<file path="config.mk">
export PLATFORM = sky130hd
export DESIGN_NAME = seg_isect_sat
export DESIGN_NICKNAME = d
export VERILOG_FILES = /design/src/seg_isect_sat.sv
export SDC_FILE = /design/constraint.sdc
export NUM_CORES = 1
export LEC_CHECK = 0
export BUFFER_PORTS_ARGS = -buffer_cell sky130_fd_sc_hd__buf_2
export CORE_MARGIN = 4
export CORE_UTILIZATION = 26
export DETAILED_ROUTE_END_ITERATION = 16
export GPL_ROUTABILITY_DRIVEN = 0
export GPL_TIMING_DRIVEN = 0
export SLEW_MARGIN = 20
export SYNTH_ARGS = -nofsm -noshare
export SYNTH_HDL_FRONTEND = slang
export SYNTH_SLANG_ARGS = --single-unit
</file>
<file path="constraint.sdc">
create_clock -name vclk -period 7.7
set_input_delay 0 -clock vclk [all_inputs]
set_output_delay 0 -clock vclk [all_outputs]
set_load 0.005 [all_outputs]
</file>
<file path="src/seg_isect_sat.sv">
`timescale 1ns / 1ps
`default_nettype none
// Sign the quotient, add the start coordinate, clamp to the coordinate range.
module seg_isect_sat #(
	parameter int NW = 100,
	parameter int CW = 32
) (
	input  wire          neg,
	input  wire [NW-1:0] quo,
	input  wire [CW-1:0] start,
	output logic [CW-1:0] coord
);
	localparam int SW = NW + 2;

	logic signed [SW-1:0] q_s, sum, max_v, min_v;

	always_comb begin
		q_s   = neg ? -$signed({2'b00, quo}) : $signed({2'b00, quo});
		sum   = q_s + $signed({{(SW-CW){start[CW-1]}}, start});
		max_v = $signed({{(SW-CW+1){1'b0}}, {(CW-1){1'b1}}});
		min_v = $signed({{(SW-CW+1){1'b1}}, {(CW-1){1'b0}}});
		if (sum > max_v) begin
			coord = max_v[CW-1:0];
		end else if (sum < min_v) begin
			coord = min_v[CW-1:0];
		end else begin
			coord = sum[CW-1:0];
		end
	end
endmodule
`default_nettype wire

</file>
==> impl_metrics.toml <==
[synthesis]
synthXorXnorAreaFrac_pct = 12.6
syn_inst = 1790
syn_area_sq_um = 11500
yosys.area_share.simple_pct = 33.1
yosysUniqueCellTypes = 100
syn_nets = 2028
avgSynthCellArea_sq_um = 6.42
yosysWarnings = 0
synth_fa_ha_area_share_pct = 11.5
seq_area_frac_synth_pct = 0
synth_top_family_by_area = "compound AO/OA/AOI/OAI gates"
synthMuxAreaShare_pct = 0.795
synth_compound_area_share_pct = 37.1

[worst_setup_path]
crit_path_end_kind = "output port"
required_ns = 7.70
crit_arrival_ns = 7.49
cp_num_buf_inv = 6
cp.depth = 25
slowest_delay_ns = 0.57
slowest_stage = "or4_1"
crit_fanout = 10
path_class = "in2out"
cp_top_family = "simple AND/OR/NAND/NOR gates"
startpoint_type = "input pin"

[route]
wire_per_inst_microns = 21.0
routed_wl_microns = 53500
vias_per_cell = 6.07
firstDrtPassIters = 8
postRouteAntennaNets = 0
drc = 0
first_iter_violations = 2212
vias = 15400

[power]
leakagePower_uw = 0.00485
irDropWorstVdd_mv = 0.0701
cellPowerDensity_nw_per_um2 = 129

[timing]
hold_violations = 0
setup_ws_ns = 0.214
max_freq_mhz = 134
tightest_slew_ns = 1.20
final-setup-viol-count = 0
slew_headroom_pct = 19.7
period_minus_slack_ns = 7.49
slew_viol_final = 0
period_share_pct = 97.2

[global_routing]
grt_max_degree = 74
grt_pass1_vias = 14100
grt.overflow.total = 0
grt_usage_pct = 20.6
antenna_found_initial = 12
grt_pass1_wl_microns = 80000

[floorplanning]
std_cell_rows = 76
io_pins = 165
dieArea_sq_um = 47600
fp.dieH_microns = 218
die_x_microns = 218
core_sq_um = 43400
initial_utilization_pct = 26.5

[final_layout]
fill_cells = 4893
clock_buffers = 0
layout_commonest_cell = "nand2_1"
drive_gt1_share_pct = 15.1
seq_area_sq_um = 0
area.growth.synth_to_final_pct = 16.5
instances_no_fill = 2547
fin_util_pct = 30.9
seq_cell_count = 0
layout_common_cells = "204 x nand2_1, 176 x buf_2, 171 x a21oi_1"
layout.nets = 2198

[hold_path]
hp-class = "in2out"
whs_path_depth = 5

[clock_tree]
hold_buffers = 0

[placed_design]
io_buffers = 165
placed_cells = 2540
hpwlAfterDp_microns = 45100
dp_worst_setup_slack_ns = -1.08

[run_status]
outcome = "complete, no violations"

[run]
cap_violations = 0
==> final cells by class <==
class                      instances  area, sq um  area share (%)
multi-input combinational       1655        11200            83.5
timing repair buffer             178          926            6.92
tap                              585          732            5.47
buffer                            91          410            3.07
inverter                          34          129           0.963
antenna                            4         10.0          0.0748
==> cells by family (layout without fill, tap and decap cells) <==
logic type      count (synthesis)  in the layout
xor+xnor                      164            164
other cells                     0              4
mux                             9              9
fa+ha+maj                     105            105
simple gates                  735            735
compound gates                642            642
buf+inv                       135            303
==> Yosys cell counts, types with 10 or more instances <==
cell,number,area share (%)
nand2_1,207,6.8
a21oi_1,174,7.6
xnor2_1,136,10
nor2_1,134,4.4
o21ai_0,125,5.4
ha_1,104,11
nand4_1,82,4.5
clkbuf_1,74,2.4
nor3_1,60,2.6
o31ai_1,54,3.5
a21o_1,40,2.6
nand3_1,40,1.7
nor4_1,40,2.2
or3_1,38,2.1
o21ai_1,36,1.6
inv_1,32,1.0
o21a_1,28,1.8
xor2_1,27,2.1
nand2b_1,26,1.4
or4_1,22,1.4
o211ai_1,20,1.3
o311ai_1,16,1.2
a211oi_1,13,0.85
and3_1,12,0.65
buf_2,12,0.52
a211o_1,10,0.76
nor2b_1,10,0.54
o31ai_2,10,1.1
o41ai_1,10,0.76
==> path summary, 6_finish.rpt <==
path	startpoint	end
worst max-delay path	quo[23]	coord[20]
worst min-delay path	start[0]	coord[0]
==> report_power, final <==
part           switching (uW)  internal (uW)  total [uW]
sequential                  0              0           0
combinational            1130            604        1730
clock                       0      0.0000218   0.0000218
==> worst min-delay path, cell delays in order <==
cell and delay, ns:
buf_2 0.08, ha_1 0.13, nand2_1 0.05, o311ai_1 0.09, buf_2 0.12
==> metrics by stage <==
stage	power, uW	hold WS [ns]	setup TNS [ns]	cell area [sq um]
after floorplan	1130	0.241	0	11500
after global placement	1610	0.467	-25.82	13000
after detailed placement	1630	0.482	-29.73	13000
after CTS	1640	0.482	0	13100
after global routing	1860	0.563	-0.0695	13400
final	1730	0.487	0	13400
==> layer usage <==
metal  GRT usage, %  routed length (microns)
met2           33.8                    23500
met4           5.54                     1800
met1           27.4                    22100
met3           4.55                     5970
met5              0                       96
==> timing repair <==
action,4_1_cts,5_1_grt
endpoints found under the setup margin,32,31
pin swaps,1,6
buffers inserted,2,11
resized for setup,10,46
(Power assumes the default switching activity.)
