--- config.mk ---
export PLATFORM = sky130hd
export DESIGN_NAME = seg_isect_div_cell
export DESIGN_NICKNAME = d
export VERILOG_FILES = /design/src/seg_isect_pkg.sv /design/src/seg_isect_div_cell.sv
export SDC_FILE = /design/constraint.sdc
export NUM_CORES = 1
export LEC_CHECK = 0
export BUFFER_PORTS_ARGS = -buffer_cell sky130_fd_sc_hd__buf_4
export CAP_MARGIN = 20
export CORE_AREA = 2 2 361 363
export DETAILED_ROUTE_END_ITERATION = 8
export DIE_AREA = 0 0 363 365
export PLACE_DENSITY = 0.36
export RECOVER_POWER = 100
export SLEW_MARGIN = 20
export SYNTH_ARGS = -nofsm -noshare
export SYNTH_HDL_FRONTEND = slang
export SYNTH_SLANG_ARGS = --single-unit
--- constraint.sdc ---
create_clock -name clk -period 1.9 [get_ports clk]
set_input_delay 0.19 -clock clk [delete_from_list [all_inputs] [get_ports clk]]
set_output_delay 0.19 -clock clk [all_outputs]
set_load 0.05 [all_outputs]
--- src/seg_isect_pkg.sv ---
`timescale 1ns / 1ps
`default_nettype none
package seg_isect_pkg;

	localparam int PORT_WIDTH = 32;

	// control bits that ride along the divider chain
	typedef struct packed {
		logic valid;
		logic hit;
		logic neg_x;
		logic neg_y;
	} ctl_t;

endpackage
`default_nettype wire

--- src/seg_isect_div_cell.sv ---
`timescale 1ns / 1ps
`default_nettype none
// One restoring-division step for both axes; quotient bits shift into num.
module seg_isect_div_cell #(
	parameter int NW = 100,
	parameter int DW = 66,
	parameter int CW = 32
) (
	input  wire                   clk,
	input  wire                   arst_n,
	input  wire                   en,
	input  wire seg_isect_pkg::ctl_t ctl_i,
	input  wire [NW-1:0]          num_x_i,
	input  wire [NW-1:0]          num_y_i,
	input  wire [DW-1:0]          rem_x_i,
	input  wire [DW-1:0]          rem_y_i,
	input  wire [DW-1:0]          den_i,
	input  wire [CW-1:0]          start_x_i,
	input  wire [CW-1:0]          start_y_i,
	output seg_isect_pkg::ctl_t   ctl_o,
	output logic [NW-1:0]         num_x_o,
	output logic [NW-1:0]         num_y_o,
	output logic [DW-1:0]         rem_x_o,
	output logic [DW-1:0]         rem_y_o,
	output logic [DW-1:0]         den_o,
	output logic [CW-1:0]         start_x_o,
	output logic [CW-1:0]         start_y_o
);
	import seg_isect_pkg::*;

	logic [DW:0] trial_x, trial_y;
	logic        ge_x, ge_y;
	logic [DW:0] diff_x, diff_y;

	always_comb begin
		trial_x = {rem_x_i, num_x_i[NW-1]};
		trial_y = {rem_y_i, num_y_i[NW-1]};
		ge_x    = trial_x >= {1'b0, den_i};
		ge_y    = trial_y >= {1'b0, den_i};
		diff_x  = ge_x ? (trial_x - {1'b0, den_i}) : trial_x;
		diff_y  = ge_y ? (trial_y - {1'b0, den_i}) : trial_y;
	end

	always_ff @(posedge clk or negedge arst_n) begin
		if (!arst_n) begin
			ctl_o <= '0;
		end else if (en) begin
			ctl_o <= ctl_i;
		end
	end

	always_ff @(posedge clk) begin
		if (en) begin
			num_x_o   <= {num_x_i[NW-2:0], ge_x};
			num_y_o   <= {num_y_i[NW-2:0], ge_y};
			rem_x_o   <= diff_x[DW-1:0];
			rem_y_o   <= diff_y[DW-1:0];
			den_o     <= den_i;
			start_x_o <= start_x_i;
			start_y_o <= start_y_i;
		end
	end
endmodule
`default_nettype wire

==> qor.txt <==
sequential share of power - 33.3%
required time of the worst setup path - 2.33 ns
largest family of logic cells by synthesized area - compound AO/OA/AOI/OAI gates
Combinational Power Share - 38.2%
DRT antenna net count - 0
power share of the clock group - 28.4%
Fmax achieved - 363.9 MHz
Clock Tree Buf Depth - 3
power density cells - 812.7 mW/mm²
reg2reg end - ctl_o[2]
Top FF cell, synth - edfxtp_1
simple-gate area share of the yosys netlist - 9.937%
Syn Nets - 2654
Vias/cell - 4.211
H-tree levels - 2
drt drc - 0
layout filler cell count - 13240
Post-synth EDFFs - 462
starting DRC count in detailed routing - 1134
worst skew pair latency - 0.66 ns
antenna violations before repair - 31
critical path launch point type - primary input
synthesized flop and latch total - 466
clock-pin slew on the worst setup and hold paths - 0.07 ns
Peak VDD IR - 0.9545 mV
sw power - 14310 µW
Die W - 363 µm
sequential area share after synthesis - 59.03%
commonest non-fill, non-tap cell in the layout - buf_4
vias after detailed routing - 25080
die area - 0.1325 mm²
Core Area - 0.1287 mm²
DP Area - 0.03874 mm²
largest net degree at the start of global routing - 61
Root Buffer Master - clkbuf_16
worst hold path type - primary input to flop
clock buffer count from CTS - 59
DP Worst Slack - -1.948 ns
Synth async-reset ratio - 0.8584%
relative slew slack - 44.31%
data arrival time at the worst-slack endpoint - 3.18 ns
total congestion overflow - 0
number of global-route vias before repair - 25840
Final #Nets - 4832
synth unique cells - 77
Worst Hold End - den_o[0]
Crit. End Element - flop
Routed wire per std cell - 22.98 µm
RSZ-0062 raised after global routing - yes
Syn-to-layout area delta - 101.8%
setup TNS - -93.01 ns
setup violators final - 225
Synth Area in Compound Gates - 15.30%
final setup margin - -0.8479 ns
run status - complete, but fails checks
Worst Max-Slew Pin Slew - 0.8354 ns
initial core utilization - 18.40%
crit path from - den_i[38]
post-route design area - 0.04777 mm²
CTS tree - yes
Mapped Area - 0.02367 mm²
XOR/XNOR Fraction of Synth Area - 4.403%
most frequent cells in the layout - buf_4 (863), dlygate4sd3_1 (465), edfxtp_1 (462), clkbuf_2 (363), clkbuf_4 (280)
drt total wl - 136900 µm
first-pass GRT wire length - 185500 µm
max-cap violations - 0
die height - 365 µm
WHS - -0.2986 ns
Clock Sinks - 466
Pleak - 0.02013 µW
Slew Limit Fails - 0
post-route clock period utilization - 144.6%
dpl hpwl - 107000 µm
All-Layer GR Usage - 19.48%
hold path cells - 1
worst r2r path cells - 1
final hold violations - 2
num rows - 132
Post-Synth Adder-Cell Area - 7.146%
mux contribution to synthesized area - 0.7558%
R2R Setup Slk - 1.15 ns
min cycle time layout - 2.748 ns
DR pass1 iterations - 5
R2R Path Start - ctl_o[2]
worst setup path class - primary input to flop
crit path max fanout - 10
total number of yosys warnings - 0
hold_sp - den_i[0]
Synth Instances - 2051
mean area per synthesized cell - 11.54 µm²
Port Buffers - 934
Placer Congestion - 0.8361
placed cells - 5274
io pins - 935
skew final - 0 ns
cell internal pwr - 24510 µW
switching portion of total power - 36.87%
fin cells - 5956
failing checks - hold timing, setup timing
layout cells sized above 1 - 50.95%
metrics by stage:
stage	power [µW]	util, %
floorplan	20060	-
global placement	26410	30.11
detailed placement	26370	30.11
CTS	39360	36.67
global route	40480	37.12
finish	38820	37.13
worst max-delay path, cell delays in order:
cell and delay, ns:
buf_12 0.10, inv_8 0.03, ha_4 0.26, nand4_1 0.15, or2_4 0.29, or4_4 0.51
nor3_4 0.21, o31ai_4 0.16, a21oi_4 0.23, a31o_4 0.20, a31o_4 0.25, buf_6 0.13
buf_12 0.14, mux2_4 0.30
cell type report:
cell class	count	area, µm²	area share [%]
antenna	6	15.01	0.03143
clock buffer	75	1536	3.217
clock inverter	32	291.5	0.6103
inverter	108	550.5	1.153
multi-input combinational	1382	11840	24.80
sequential	466	13970	29.25
tap	1675	2096	4.387
timing repair buffer	2208	17350	36.33
timing repair inverter	4	106.4	0.2226
worst max path at each step:
stage                  end  slack [ns]  depth (start not counted)
3_3_place_gp   rem_x_o[10]       -1.94                         15
5_1_grt        rem_x_o[36]       -0.86                         16
6_report       rem_x_o[44]       -0.85                         14
3_5_place_dp   rem_x_o[10]       -1.95                         17
4_1_cts        rem_x_o[10]       -0.83                         17
2_1_floorplan  rem_x_o[14]       -0.95                         13
cells by family (layout without fill, tap and decap cells):
family / Yosys count / count (layout)
flip-flops: 466 / 466
AND/OR/NAND/NOR: 514 / 514
AO/OA/AOI/OAI: 599 / 599
other: 0 / 6
XOR/XNOR: 119 / 119
adder cells (fa/ha/maj): 134 / 134
multiplexers: 16 / 16
buffers and inverters: 203 / 2427
state kept, by name, summed over array words and instances (netlist names):
signal and count:
ctl_o 4, den_o 66, num_x_o 100, num_y_o 100, rem_x_o 66, rem_y_o 66, start_x_o 32, start_y_o 32
routing by layer:
layer  track usage (%)  wire length (µm)  vias to the layer above
li1                  -                 -                    12030
met1             21.12             51280                    12170
met2             37.55             73580                      668
met3             4.498              7858                      188
met4             5.199              3988                       24
met5                 0               146                        -
synth_stat cells, types with 7 or more instances:
| cell type | count | area share [%] |
|---|---|---|
| a211oi_1 | 15 | 0.48 |
| a21o_1 | 53 | 1.7 |
| a21oi_1 | 279 | 5.9 |
| a31o_2 | 7 | 0.26 |
| a31oi_1 | 21 | 0.55 |
| and3_1 | 9 | 0.24 |
| and4_1 | 7 | 0.26 |
| buf_2 | 31 | 0.66 |
| clkbuf_1 | 61 | 0.97 |
| edfxtp_1 | 462 | 59 |
| ha_1 | 132 | 7.0 |
| inv_1 | 107 | 1.7 |
| mux2_1 | 7 | 0.33 |
| mux2_2 | 8 | 0.38 |
| nand2_1 | 158 | 2.5 |
| nand2b_1 | 11 | 0.29 |
| nand3_1 | 23 | 0.49 |
| nand4_1 | 50 | 1.3 |
| nor2_1 | 181 | 2.9 |
| nor2b_1 | 8 | 0.21 |
| nor3_1 | 31 | 0.66 |
| nor4_1 | 7 | 0.18 |
| o211ai_1 | 9 | 0.29 |
| o21a_1 | 13 | 0.41 |
| o21ai_0 | 99 | 2.1 |
| o21bai_1 | 37 | 1.2 |
| o31ai_1 | 11 | 0.35 |
| xnor2_1 | 74 | 2.7 |
| xor2_1 | 45 | 1.7 |
power by group through the flow:
stage / logic [µW] / clock network (µW) / registers [µW]
6_report: 14800 / 11000 / 12900
4_1_cts: 14900 / 11500 / 13000
2_1_floorplan: 3280 / 0 / 16800
3_3_place_gp: 13200 / 0 / 13200
5_1_grt: 15700 / 11800 / 13000
3_5_place_dp: 13200 / 0 / 13200
repair_timing:
| item | in CTS | in global routing |
|---|---|---|
| setup endpoints to repair | 134 | 134 |
| resized for setup | 277 | 397 |
| gates cloned | 16 | 9 |
| hold buffers | 463 | 2 |
| setup buffers | 55 | 51 |
| endpoints found under the hold margin | 480 | 4 |
| pin swaps | 67 | 121 |
No activity file was read; power rests on OpenSTA's default activity.
